$ cat config.mk
export PLATFORM = sky130hd
export DESIGN_NAME = ir_temp_window_averager
export DESIGN_NICKNAME = d
export VERILOG_FILES = /design/src/hdl/irtwa_pkg.sv /design/src/hdl/irtwa_lane.sv /design/src/hdl/irtwa_merge.sv /design/src/hdl/ir_temp_window_averager.sv
export SDC_FILE = /design/constraint.sdc
export NUM_CORES = 1
export LEC_CHECK = 0
export ABC_CLOCK_PERIOD_IN_PS = 5400
export BUFFER_PORTS_ARGS = -buffer_cell sky130_fd_sc_hd__buf_4
export CAP_MARGIN = 20
export CORE_UTILIZATION = 64
export CTS_CLUSTER_DIAMETER = 150
export DETAILED_ROUTE_END_ITERATION = 8
export PLACE_DENSITY = 0.8
export SKIP_CTS_REPAIR_TIMING = 1
export SKIP_LAST_GASP = 1
export SLEW_MARGIN = 20
export SYNTH_ARGS = -nofsm -noshare
export SYNTH_HDL_FRONTEND = slang
export SYNTH_SLANG_ARGS = --single-unit
$ cat constraint.sdc
create_clock -name i_clk -period 5.4 [get_ports i_clk]
set_clock_uncertainty 0.05 [all_clocks]
set_input_delay 1.08 -clock i_clk [delete_from_list [all_inputs] [get_ports i_clk]]
set_output_delay 1.08 -clock i_clk [all_outputs]
set_load 0.02 [all_outputs]
$ cat src/hdl/irtwa_pkg.sv
// Shared widths, register indexes, constants and lane control types for the IR window averager.
package irtwa_pkg;

    // Window length limit and register reset value
    localparam int unsigned MAX_WINDOW_DEF = 256;
    localparam int unsigned CFG_W          = 9;
    localparam int unsigned CFG_IDX_W      = 1;
    localparam logic [CFG_W-1:0] WINDOW_RESET = 9'd10;

    // Register indexes on the configuration port
    localparam logic [CFG_IDX_W-1:0] REG_WINDOW_NORMAL = 1'b0;
    localparam logic [CFG_IDX_W-1:0] REG_WINDOW_ALERT  = 1'b1;

    // Sample word layout
    localparam int unsigned WORD_W    = 16;
    localparam int unsigned RAW_W     = 15;
    localparam int unsigned ERR_BIT   = 15;

    // Result layout
    localparam int unsigned MEAN_W    = 17;
    localparam int unsigned QUOT_W    = 16;
    localparam int unsigned CNT_OUT_W = 9;
    localparam logic signed [MEAN_W-1:0] KELVIN_OFFSET_CENTI = 17'sd27315;

    // Stream widths
    localparam int unsigned S_TDATA_W = 2 * WORD_W;
    localparam int unsigned S_TUSER_W = 3;
    localparam int unsigned M_FIELD_W = 2 * MEAN_W + 2 * CNT_OUT_W;
    localparam int unsigned M_TDATA_W = ((M_FIELD_W + 7) / 8) * 8;

    // Per-beat control from the sequencer to each lane
    typedef struct packed {
        logic clear;   // first beat of a window: restart the sum
        logic add;     // beat carries a valid pair
        logic start;   // window closed: begin the division
    } t_lane_ctrl;

endpackage

$ cat src/hdl/irtwa_lane.sv
// One averaging lane: raw-value accumulator and a restoring divider that yields the centi-degree mean.
module irtwa_lane #(
    parameter int unsigned MAX_WINDOW = irtwa_pkg::MAX_WINDOW_DEF
) (
    input  logic                                    i_clk,
    input  logic                                    i_rst_n,
    input  irtwa_pkg::t_lane_ctrl                   i_ctrl,
    input  logic [irtwa_pkg::RAW_W-1:0]             i_raw,
    input  logic [$clog2(MAX_WINDOW+1)-1:0]         i_count,
    output logic                                    o_busy,
    output logic signed [irtwa_pkg::MEAN_W-1:0]     o_mean
);
    import irtwa_pkg::*;

    localparam int unsigned CNT_W  = $clog2(MAX_WINDOW + 1);
    localparam int unsigned SUM_W  = RAW_W + CNT_W;
    localparam int unsigned NUM_W  = SUM_W + 3;
    localparam int unsigned DIV_W  = CNT_W + 1;
    localparam int unsigned REM_W  = CNT_W + 2;
    localparam int unsigned STEP_W = $clog2(NUM_W + 1);

    logic [SUM_W-1:0]  r_sum;
    logic [SUM_W-1:0]  n_sum;
    logic [NUM_W-1:0]  r_num;
    logic [REM_W-1:0]  r_rem;
    logic [DIV_W-1:0]  r_div;
    logic [STEP_W-1:0] r_step;
    logic              r_zero;
    logic [REM_W-1:0]  rem_sh;
    logic              q_bit;
    logic [QUOT_W-1:0] quot;

    // Accumulate raw values of valid pairs
    always_comb begin
        n_sum = r_sum;
        if (i_ctrl.clear) begin
            n_sum = i_ctrl.add ? SUM_W'(i_raw) : '0;
        end else if (i_ctrl.add) begin
            n_sum = r_sum + SUM_W'(i_raw);
        end
    end

    always_ff @(posedge i_clk) begin
        if (!i_rst_n) begin
            r_sum <= '0;
        end else begin
            r_sum <= n_sum;
        end
    end

    // One quotient bit per cycle: shift in the next numerator bit, subtract if it fits
    assign rem_sh = {r_rem[REM_W-2:0], r_num[NUM_W-1]};
    assign q_bit  = (rem_sh >= REM_W'(r_div));

    always_ff @(posedge i_clk) begin
        if (!i_rst_n) begin
            r_step <= '0;
        end else if (i_ctrl.start) begin
            r_step <= STEP_W'(NUM_W);
        end else if (r_step != '0) begin
            r_step <= r_step - 1'b1;
        end
    end

    // Numerator 4*sum + n over divisor 2*n rounds 2*sum/n to nearest
    always_ff @(posedge i_clk) begin
        if (i_ctrl.start) begin
            r_num  <= {r_sum, 2'b00} + NUM_W'(i_count);
            r_rem  <= '0;
            r_div  <= {i_count, 1'b0};
            r_zero <= (i_count == '0);
        end else if (r_step != '0) begin
            r_num  <= {r_num[NUM_W-2:0], q_bit};
            r_rem  <= q_bit ? (rem_sh - REM_W'(r_div)) : rem_sh;
        end
    end

    // Shift the kelvin scale to Celsius; no valid pair gives zero
    assign quot   = r_num[QUOT_W-1:0];
    assign o_busy = (r_step != '0);
    assign o_mean = r_zero ? '0 : (signed'({1'b0, quot}) - KELVIN_OFFSET_CENTI);

endmodule

$ cat src/hdl/irtwa_merge.sv
// Merge stage: packs both lane means and the window counts into the registered result beat.
module irtwa_merge (
    input  logic                                    i_clk,
    input  logic                                    i_rst_n,
    input  logic                                    i_load,
    input  logic signed [irtwa_pkg::MEAN_W-1:0]     i_object_mean,
    input  logic signed [irtwa_pkg::MEAN_W-1:0]     i_ambient_mean,
    input  logic [irtwa_pkg::CNT_OUT_W-1:0]         i_valid_samples,
    input  logic [irtwa_pkg::CNT_OUT_W-1:0]         i_total_samples,
    output logic                                    o_free,
    output logic                                    m_axis_tvalid,
    input  logic                                    m_axis_tready,
    output logic [irtwa_pkg::M_TDATA_W-1:0]         m_axis_tdata
);
    import irtwa_pkg::*;

    logic                 r_valid;
    logic [M_TDATA_W-1:0] r_data;

    // Slot is free when empty or being drained this cycle
    assign o_free = !r_valid || m_axis_tready;

    always_ff @(posedge i_clk) begin
        if (!i_rst_n) begin
            r_valid <= 1'b0;
        end else if (i_load) begin
            r_valid <= 1'b1;
        end else if (m_axis_tready) begin
            r_valid <= 1'b0;
        end
    end

    // Hold the result beat until taken
    always_ff @(posedge i_clk) begin
        if (i_load) begin
            r_data <= M_TDATA_W'({i_total_samples, i_valid_samples,
                                  i_ambient_mean, i_object_mean});
        end
    end

    assign m_axis_tvalid = r_valid;
    assign m_axis_tdata  = r_data;

endmodule

$ cat src/hdl/ir_temp_window_averager.sv
// Top level of the IR temperature window averager: sequencer, window registers and two lanes.
// Input beats are taken while the sequencer is in its run state. The beat that closes a
// window starts a restoring divider in the object and ambient lanes, one quotient bit per
// cycle over a numerator of $clog2(MAX_WINDOW+1)+18 bits, so the block then holds
// s_axis_tready low until both lanes are done and the output register is free to take the
// result beat, which is then loaded; only then may the next window begin. A window holds window_normal or
// window_alert samples, chosen by the mode bit of its first beat; zero counts as one and
// values above MAX_WINDOW saturate. Means are in 0.01 degrees Celsius and are zero when no
// sample pair in the window was valid. Register writes take effect at the next window start.
module ir_temp_window_averager #(
    parameter int unsigned MAX_WINDOW = irtwa_pkg::MAX_WINDOW_DEF
) (
    input  logic                                 i_clk,
    input  logic                                 i_rst_n,
    // configuration
    input  logic                                 i_cfg_we,
    input  logic [irtwa_pkg::CFG_IDX_W-1:0]      i_cfg_idx,
    input  logic [irtwa_pkg::CFG_W-1:0]          i_cfg_data,
    // sample stream
    input  logic                                 s_axis_tvalid,
    output logic                                 s_axis_tready,
    // [15:0] object_word, [31:16] ambient_word
    input  logic [irtwa_pkg::S_TDATA_W-1:0]      s_axis_tdata,
    // [0] object_read_ok, [1] ambient_read_ok, [2] mode
    input  logic [irtwa_pkg::S_TUSER_W-1:0]      s_axis_tuser,
    // result stream
    output logic                                 m_axis_tvalid,
    input  logic                                 m_axis_tready,
    // [16:0] object_mean_centi, [33:17] ambient_mean_centi,
    // [42:34] valid_samples, [51:43] total_samples, [55:52] zero
    output logic [irtwa_pkg::M_TDATA_W-1:0]      m_axis_tdata
);
    import irtwa_pkg::*;

    localparam int unsigned CNT_W = $clog2(MAX_WINDOW + 1);

    localparam logic [1:0] ST_RUN   = 2'd0;
    localparam logic [1:0] ST_START = 2'd1;
    localparam logic [1:0] ST_DIV   = 2'd2;

    logic [CFG_W-1:0] r_window_normal;
    logic [CFG_W-1:0] r_window_alert;
    logic [1:0]       r_state;
    logic [1:0]       n_state;
    logic [CNT_W-1:0] r_position;
    logic [CNT_W-1:0] r_length;
    logic [CNT_W-1:0] r_count;
    logic [CNT_W-1:0] n_length;
    logic [CNT_W-1:0] new_length;
    logic [CNT_W-1:0] eff_length;
    logic [CNT_W:0]   pos_next;
    logic [CFG_W-1:0] sel_window;

    logic             accept;
    logic             first;
    logic             last;
    logic             pair_ok;
    logic             load;
    logic             merge_free;

    logic [WORD_W-1:0] object_word;
    logic [WORD_W-1:0] ambient_word;

    t_lane_ctrl        lane_ctrl;
    logic              obj_busy;
    logic              amb_busy;
    logic signed [MEAN_W-1:0] obj_mean;
    logic signed [MEAN_W-1:0] amb_mean;

    // Configuration writes
    always_ff @(posedge i_clk) begin
        if (!i_rst_n) begin
            r_window_normal <= WINDOW_RESET;
            r_window_alert  <= WINDOW_RESET;
        end else if (i_cfg_we) begin
            unique case (i_cfg_idx)
                REG_WINDOW_NORMAL: r_window_normal <= i_cfg_data;
                REG_WINDOW_ALERT:  r_window_alert  <= i_cfg_data;
                default: begin
                end
            endcase
        end
    end

    // Unpack the input beat and qualify the pair
    assign object_word  = s_axis_tdata[WORD_W-1:0];
    assign ambient_word = s_axis_tdata[2*WORD_W-1:WORD_W];
    assign pair_ok      = s_axis_tuser[0] && s_axis_tuser[1]
                          && !object_word[ERR_BIT] && !ambient_word[ERR_BIT];

    assign s_axis_tready = (r_state == ST_RUN);
    assign accept        = s_axis_tvalid && s_axis_tready;
    assign first         = (r_position == '0);

    // Pick and clamp the window length on the first beat
    assign sel_window = s_axis_tuser[2] ? r_window_alert : r_window_normal;
    always_comb begin
        if (sel_window == '0) begin
            new_length = CNT_W'(1);
        end else if (32'(sel_window) > 32'(MAX_WINDOW)) begin
            new_length = CNT_W'(MAX_WINDOW);
        end else begin
            new_length = CNT_W'(sel_window);
        end
    end

    assign eff_length = first ? new_length : r_length;
    assign n_length   = (accept && first) ? new_length : r_length;
    assign pos_next   = {1'b0, r_position} + 1'b1;
    assign last       = (pos_next >= {1'b0, eff_length});

    // Position, length and valid count
    always_ff @(posedge i_clk) begin
        if (!i_rst_n) begin
            r_position <= '0;
            r_length   <= '0;
            r_count    <= '0;
        end else if (accept) begin
            r_length   <= n_length;
            r_position <= last ? '0 : pos_next[CNT_W-1:0];
            if (first) begin
                r_count <= CNT_W'(pair_ok);
            end else if (pair_ok) begin
                r_count <= r_count + 1'b1;
            end
        end
    end

    // Sequencer: take beats, then run the lanes' divide, then hand off the result
    assign load = (r_state == ST_DIV) && !obj_busy && !amb_busy && merge_free;

    always_comb begin
        n_state = r_state;
        unique case (r_state)
            ST_RUN:   if (accept && last) n_state = ST_START;
            ST_START: n_state = ST_DIV;
            ST_DIV:   if (load) n_state = ST_RUN;
            default:  n_state = ST_RUN;
        endcase
    end

    always_ff @(posedge i_clk) begin
        if (!i_rst_n) begin
            r_state <= ST_RUN;
        end else begin
            r_state <= n_state;
        end
    end

    assign lane_ctrl.clear = accept && first;
    assign lane_ctrl.add   = accept && pair_ok;
    assign lane_ctrl.start = (r_state == ST_START);

    // Object and ambient lanes run side by side
    irtwa_lane #(
        .MAX_WINDOW (MAX_WINDOW)
    ) u_lane_object (
        .i_clk   (i_clk),
        .i_rst_n (i_rst_n),
        .i_ctrl  (lane_ctrl),
        .i_raw   (object_word[RAW_W-1:0]),
        .i_count (r_count),
        .o_busy  (obj_busy),
        .o_mean  (obj_mean)
    );

    irtwa_lane #(
        .MAX_WINDOW (MAX_WINDOW)
    ) u_lane_ambient (
        .i_clk   (i_clk),
        .i_rst_n (i_rst_n),
        .i_ctrl  (lane_ctrl),
        .i_raw   (ambient_word[RAW_W-1:0]),
        .i_count (r_count),
        .o_busy  (amb_busy),
        .o_mean  (amb_mean)
    );

    irtwa_merge u_merge (
        .i_clk           (i_clk),
        .i_rst_n         (i_rst_n),
        .i_load          (load),
        .i_object_mean   (obj_mean),
        .i_ambient_mean  (amb_mean),
        .i_valid_samples (CNT_OUT_W'(r_count)),
        .i_total_samples (CNT_OUT_W'(r_length)),
        .o_free          (merge_free),
        .m_axis_tvalid   (m_axis_tvalid),
        .m_axis_tready   (m_axis_tready),
        .m_axis_tdata    (m_axis_tdata)
    );

endmodule
# Word-level counts from Yosys, hierarchy flattened
# Cells that the tools add are included.
[word_totals]
mem_bits_rw = 0
rom_bits = 0
output_inout_bits = 58
mem_count = 0
regBits = 242
in_bits = 50
word_cells = 105
latchBits = 0
[op_classes]
order_cmp = 4
mux = 28
add_sub_neg = 12
n_eq_ne = 4
div = 0
n_mul = 0
reduce_logical = 33
shift = 0
n_bitwise = 2
[ops]
columns = ["cell", "count"]
rows = [
  ["27-bit 2-to-1 mux", 4],
  ["24-bit 2-to-1 mux", 4],
  ["9-bit 2-to-1 mux", 7],
  ["26-bit by 9-bit adder with 27-bit output", 2],
  ["24-bit by 15-bit adder with 24-bit output", 2],
  ["16-bit by 15-bit subtractor with 17-bit output, second input constant", 2],
  ["15-bit 2-to-1 mux", 2],
  ["9-bit zero test", 3],
  ["11-bit by 10-bit greater-or-equal comparator with 1-bit output", 2],
  ["10-bit 2-to-1 mux", 2],
  ["5-bit 2-to-1 mux", 4],
  ["10-bit subtractor", 2],
  ["9-bit by 1-bit adder with 10-bit output, second input constant", 1],
  ["10-bit by 9-bit greater-or-equal comparator with 1-bit output", 1],
  ["1-bit logical AND", 10],
  ["2-bit AND reduction", 5],
  ["2-bit nonzero test", 5],
  ["5-bit nonzero test", 2],
  ["5-bit by 1-bit subtractor with 5-bit output, second input constant", 2],
  ["9-bit by 1-bit adder with 9-bit output, second input constant", 1],
  ["9-bit > comparator, second input constant", 1],
  ["2-bit one-hot mux with 3 select lines", 1],
  ["1-bit zero test", 5],
  ["2-bit 2-to-1 mux", 2],
  ["other kinds (9)", 11],
]

# Longest topological paths before layout
[logic_depth]
ltp_word = 9
depth_mapped = 16
mapped_depth_nobuf = 14

# By module
# Synthesis repeated with hierarchy kept, for this count alone.
[unflattened]
cells_unflattened = 1554
area_unflattened_um2 = 14642.8
[modules_own_cells]
columns = ["mod", "n_inst", "area_per_inst_um2", "cells_per_inst", "seq_area_each_um2"]
rows = [
  ["irtwa_lane at u_lane_ambient", 1, 5262.5, 596, 1891.8],
  ["irtwa_lane at u_lane_object", 1, 5241.3, 592, 1891.8],
  ["ir_temp_window_averager", 1, 2494.9, 305, 940.9],
  ["irtwa_merge", 1, 1644.1, 61, 1581.5],
]

# Worst setup path after synthesis
# OpenSTA, ideal clock, no wires.
[synth_path]
kind = "input-to-reg"
startpoint = "in s_axis_tuser[2] (netlist name)"
endpoint = "reg r_position[2]"
required_time_ns = 5.280
path_buffers = 1
setup_ns = 0.070
slack_ns = 1.832
arrival_time_ns = 3.447
cell_stages = 11
path_cell_list = "buf_1 -> mux2_2 -> nor3_1 -> a21oi_1 -> ha_1 -> a211oi_1 -> o21bai_1 -> a211o_1 -> a31oi_2 -> o21ai_0 -> a21oi_1"
[synth_via]
elab_chain_len = 7
word_cells_on_any_way = 8
cone_classes = "order compare: 2; mux: 5; reduce/logical: 1"
[synth_lines]
columns = ["item", "line", "text"]
rows = [
  ["start: declaration", "ir_temp_window_averager.sv:25", "input logic [irtwa_pkg::S_TUSER_W-1:0] s_axis_tuser,"],
  ["9-bit 2-to-1 mux *", "ir_temp_window_averager.sv:96", "assign sel_window = s_axis_tuser[2] ? r_window_alert : r_window_normal;"],
  ["9-bit > comparator", "ir_temp_window_averager.sv:100", "end else if (32'(sel_window) > 32'(MAX_WINDOW)) begin"],
  ["9-bit 2-to-1 mux", "ir_temp_window_averager.sv:100", ""],
  ["9-bit 2-to-1 mux *", "ir_temp_window_averager.sv:98", "if (sel_window == '0) begin"],
  ["9-bit 2-to-1 mux *", "ir_temp_window_averager.sv:107", "assign eff_length = first ? new_length : r_length;"],
  ["10-bit by 9-bit greater-or-equal comparator with 1-bit output *", "ir_temp_window_averager.sv:110", "assign last = (pos_next >= {1'b0, eff_length});"],
  ["9-bit 2-to-1 mux *", "ir_temp_window_averager.sv:120", "r_position <= last ? '0 : pos_next[CNT_W-1:0];"],
  ["end signal: assignment", "ir_temp_window_averager.sv:120", ""],
  ["end: declaration", "ir_temp_window_averager.sv:45", "logic [CNT_W-1:0] r_position;"],
]
# Every way passes the cells marked *; elsewhere a longest branch is shown, timed or not.
# A chain may end at the register's enable or synchronous reset.

# Final worst setup path
[layout_path]
startpoint = "in s_axis_tuser[2] (netlist name)"
endpoint = "reg r_position[4]"
# The elaborated chain is that of the path after synthesis.

==> results by group <==
STA
  • Final WS setup: 1.687 ns
  • Fin crit period: 3.713 ns
  • Slew @ Worst Pin: 0.9911 ns
  • Max transition margin: 33.92%
  • Final period utilization: 68.75%
  • RSZ-0062 raised after global routing: false
  • Setup TNS: 0 ns
  • Endpoints failing hold: 0
  • Hold WS: 0.4071 ns
  • Highest clock rate: 269.3 MHz
  • Setup violators final: 0
  • Max Slew Vio Count: 0

Worst setup path
  • Max incr delay on CP: 0.42 ns
  • CP most frequent cell: o21ai_0
  • R2R Setup Slk: 1.71 ns
  • Crit Path Class: primary input to flip-flop
  • Critical Path Fanout Max: 13
  • CP max stage cell: a31oi_2
  • Crit path arrival time: 4.12 ns
  • Worst endpoint required time: 5.80 ns
  • Worst setup EP type: flip-flop
  • Sequence of cells on the critical path: buf_4 > o21ai_0 > nor2_1 > o32a_1 > o21ai_0 > ha_1 > nand2b_1 > a211oi_1 > o21bai_1 > a211o_1 > a31oi_2 > o21ai_0 > a21oi_1
  • Startpoint Class: primary input

Floorplanning
  • Rows: 53
  • Die Span X: 149.4 um
  • I/O Pins: 108
  • DIE AREA: 0.02231 mm2
  • Starting Density: 65.69%
  • Die height: 149.4 um
  • Core ar.: 0.02115 mm2

Clocking
  • CTS root buffer: clkbuf_16
  • Clk slew on worst S/H paths: 0.07 ns
  • CTS Buffer Depth: 3
  • TritonCTS clock tree: built
  • Clk sinks: 242
  • Skew-Pair Late Insertion Delay: 0.53 ns
  • CTS buffer count: 25
  • Htree depth: 1

Status
  • Status: complete, no violations

Drt
  • ANT nets after route: 0
  • Initial DRC Count: 767
  • DR vias: 11300
  • Via/cell ratio: 5.980
  • DRC: 0
  • First-pass iteration count of the detailed router: 7
  • WL per Instance: 16.98 um
  • Drt total wl: 32070 um

Min path
  • Worst Hold Class: flip-flop to flip-flop

Synth
  • Yosys top cell area share: 25.07%
  • Post-Syn Instances: 1514
  • Yosys cell types: 84
  • Warnings from Yosys: 0
  • Synth Register Bits: 242
  • Ys flop type: dfxtp_1
  • Yosys top cell by area: edfxtp_1
  • Post-synth EDFFs: 116
  • Mean post-synth cell area: 9.178 um2
  • Seq/Total Area, Yosys: 43.22%
  • Post-synth ARST share: 0%
  • Mapped Area: 0.01390 mm2
  • Top cells by area, synth: edfxtp_1, dfxtp_1, ha_1

Final layout
  • Synth-to-Final Area Change: 13.64%
  • Reg area: 0.006006 mm2
  • Area occupied by multi-input gates: 0.007450 mm2
  • Layout Nets: 1732
  • Fillers: 1535
  • Share of cells above drive strength 1: 11.71%
  • Ant. Diodes: 0

Flow run
  • Max-Cap Viols: 0

Pwr
  • Worst IR Drop VDD: 0.3102 mV
  • Total power: 7.128 mW
  • Power density cells: 451.4 mW/mm2
  • LEAKAGE: 6.292 nW

Place
  • Gp weighted congestion: 0.9091
  • Post-DP HPWL: 22720 um
  • Port Buffers: 103
  • Worst setup slack after placement: 1.228 ns

GRT
  • Grt met1 use: 40.35%
  • Grt met3 use: 5.046%
  • Vias in the first global route: 10430
  • Total grt overflow: 0
  • Initial antenna violation count: 0
  • Global Route Usage Sum: 29.05%
  • GRT met2 Usage: 46.34%
  • First-pass GRT wire length: 51850 um
  • GR peak layer: met2
  • Largest net degree at the start of global routing: 100
==> layout make-up <==
cell class / instances / share of cell area (%)
inverter: 50 / 1.188
multi-input combinational: 1162 / 47.18
timing repair buffer: 114 / 5.491
sequential: 242 / 38.03
clock buffer: 28 / 4.033
tap: 275 / 2.179
clock inverter: 18 / 1.902
==> state kept, by name, indices dropped and copies added, names as in the netlist <==
signal                 flops
r_count                    9
r_length                   9
r_position                 9
r_state                    2
r_window_alert             9
r_window_normal            9
u_lane_ambient.r_num      27
u_lane_ambient.r_rem      10
u_lane_ambient.r_step      5
u_lane_ambient.r_sum      24
u_lane_object.r_div        9
u_lane_object.r_num       27
u_lane_object.r_rem       10
u_lane_object.r_step       5
u_lane_object.r_sum       24
u_lane_object.r_zero       1
u_merge.m_axis_tdata      52
u_merge.m_axis_tvalid      1
==> placed cells by master (no fill, tap or decap), types with 7 or more instances in the layout <==
cell       instances
o211ai_1          14
a211oi_1          16
a21boi_0          10
dfxtp_1          126
nand2_1          225
xnor2_1           82
clkbuf_16         25
nor3_1            26
xor2_1            50
a21o_1            17
buf_4            112
mux2i_1           11
nand4_1           12
a22oi_1           13
a22o_1             7
o21a_1            17
and2_1             9
and3_1            13
nand2b_1          13
a21oi_1          123
o21ai_0          110
bufinv_16          8
nor2b_1           23
nand3_1           33
a31oi_1           13
inv_1             50
nor2_1           118
ha_1              81
edfxtp_1         116
==> synth_stat cells (23+ instances only) <==
cell type  instances
nor2_1           118
o21ai_0          110
edfxtp_1         116
xor2_1            50
inv_1             50
clkbuf_1          39
nor2b_1           23
nand3_1           33
ha_1              81
nor3_1            26
nand2_1          226
xnor2_1           82
a21oi_1          123
dfxtp_1          126
==> cell families after synthesis <==
family,Yosys count,synth area share [%]
AND/OR/NAND/NOR,518,17.41
AO/OA/AOI/OAI,406,18.32
flip-flops,242,43.22
XOR/XNOR,132,8.320
buffers and inverters,113,3.422
adder cells (fa/ha/maj),87,8.158
multiplexers,15,1.117
other,1,0.02699
==> worst max-delay path: cells and delay by family <==
family | cells | cell delay [ns]
buffers and inverters | 1 | 0.17
adder cells (fa/ha/maj) | 1 | 0.25
AO/OA/AOI/OAI | 9 | 2.38
AND/OR/NAND/NOR | 2 | 0.22
==> power by group <==
group / internal [mW] / switching [mW] / total [mW]
sequential: 2.49 / 0.327 / 2.82
combinational: 0.969 / 1.37 / 2.34
clock: 1.23 / 0.737 / 1.97
total: 4.69 / 2.44 / 7.13
==> per-stage QoR <==
step / area (um2) / instances / util [%]
2_1_floorplan: 13910 / 1517 / -
3_3_place_gp: 14830 / 1841 / 70.08
3_5_place_dp: 14850 / 1843 / 70.22
4_1_cts: 15790 / 1889 / 74.65
5_1_grt: 15790 / 1889 / 74.65
6_report: 15790 / 1889 / 74.65
==> layer usage <==
layer,up-vias,share of wire (%)
met4,0,2.0
li1,5595,-
met5,-,0
met3,55,7.7
met2,379,45
met1,5267,45
==> path summary, 6_finish.rpt <==
check | endpoint | from | depth (start not counted)
worst max-delay path | r_position[4] | s_axis_tuser[2] | 13
worst min-delay path | u_lane_ambient.r_rem[0] | u_lane_ambient.r_rem[0] | 2
worst max register to register | r_position[4] | r_position[0] | 12
worst min register to register | u_lane_ambient.r_rem[0] | u_lane_ambient.r_rem[0] | 2
Note: power is estimated with default switching activity, not from simulation.
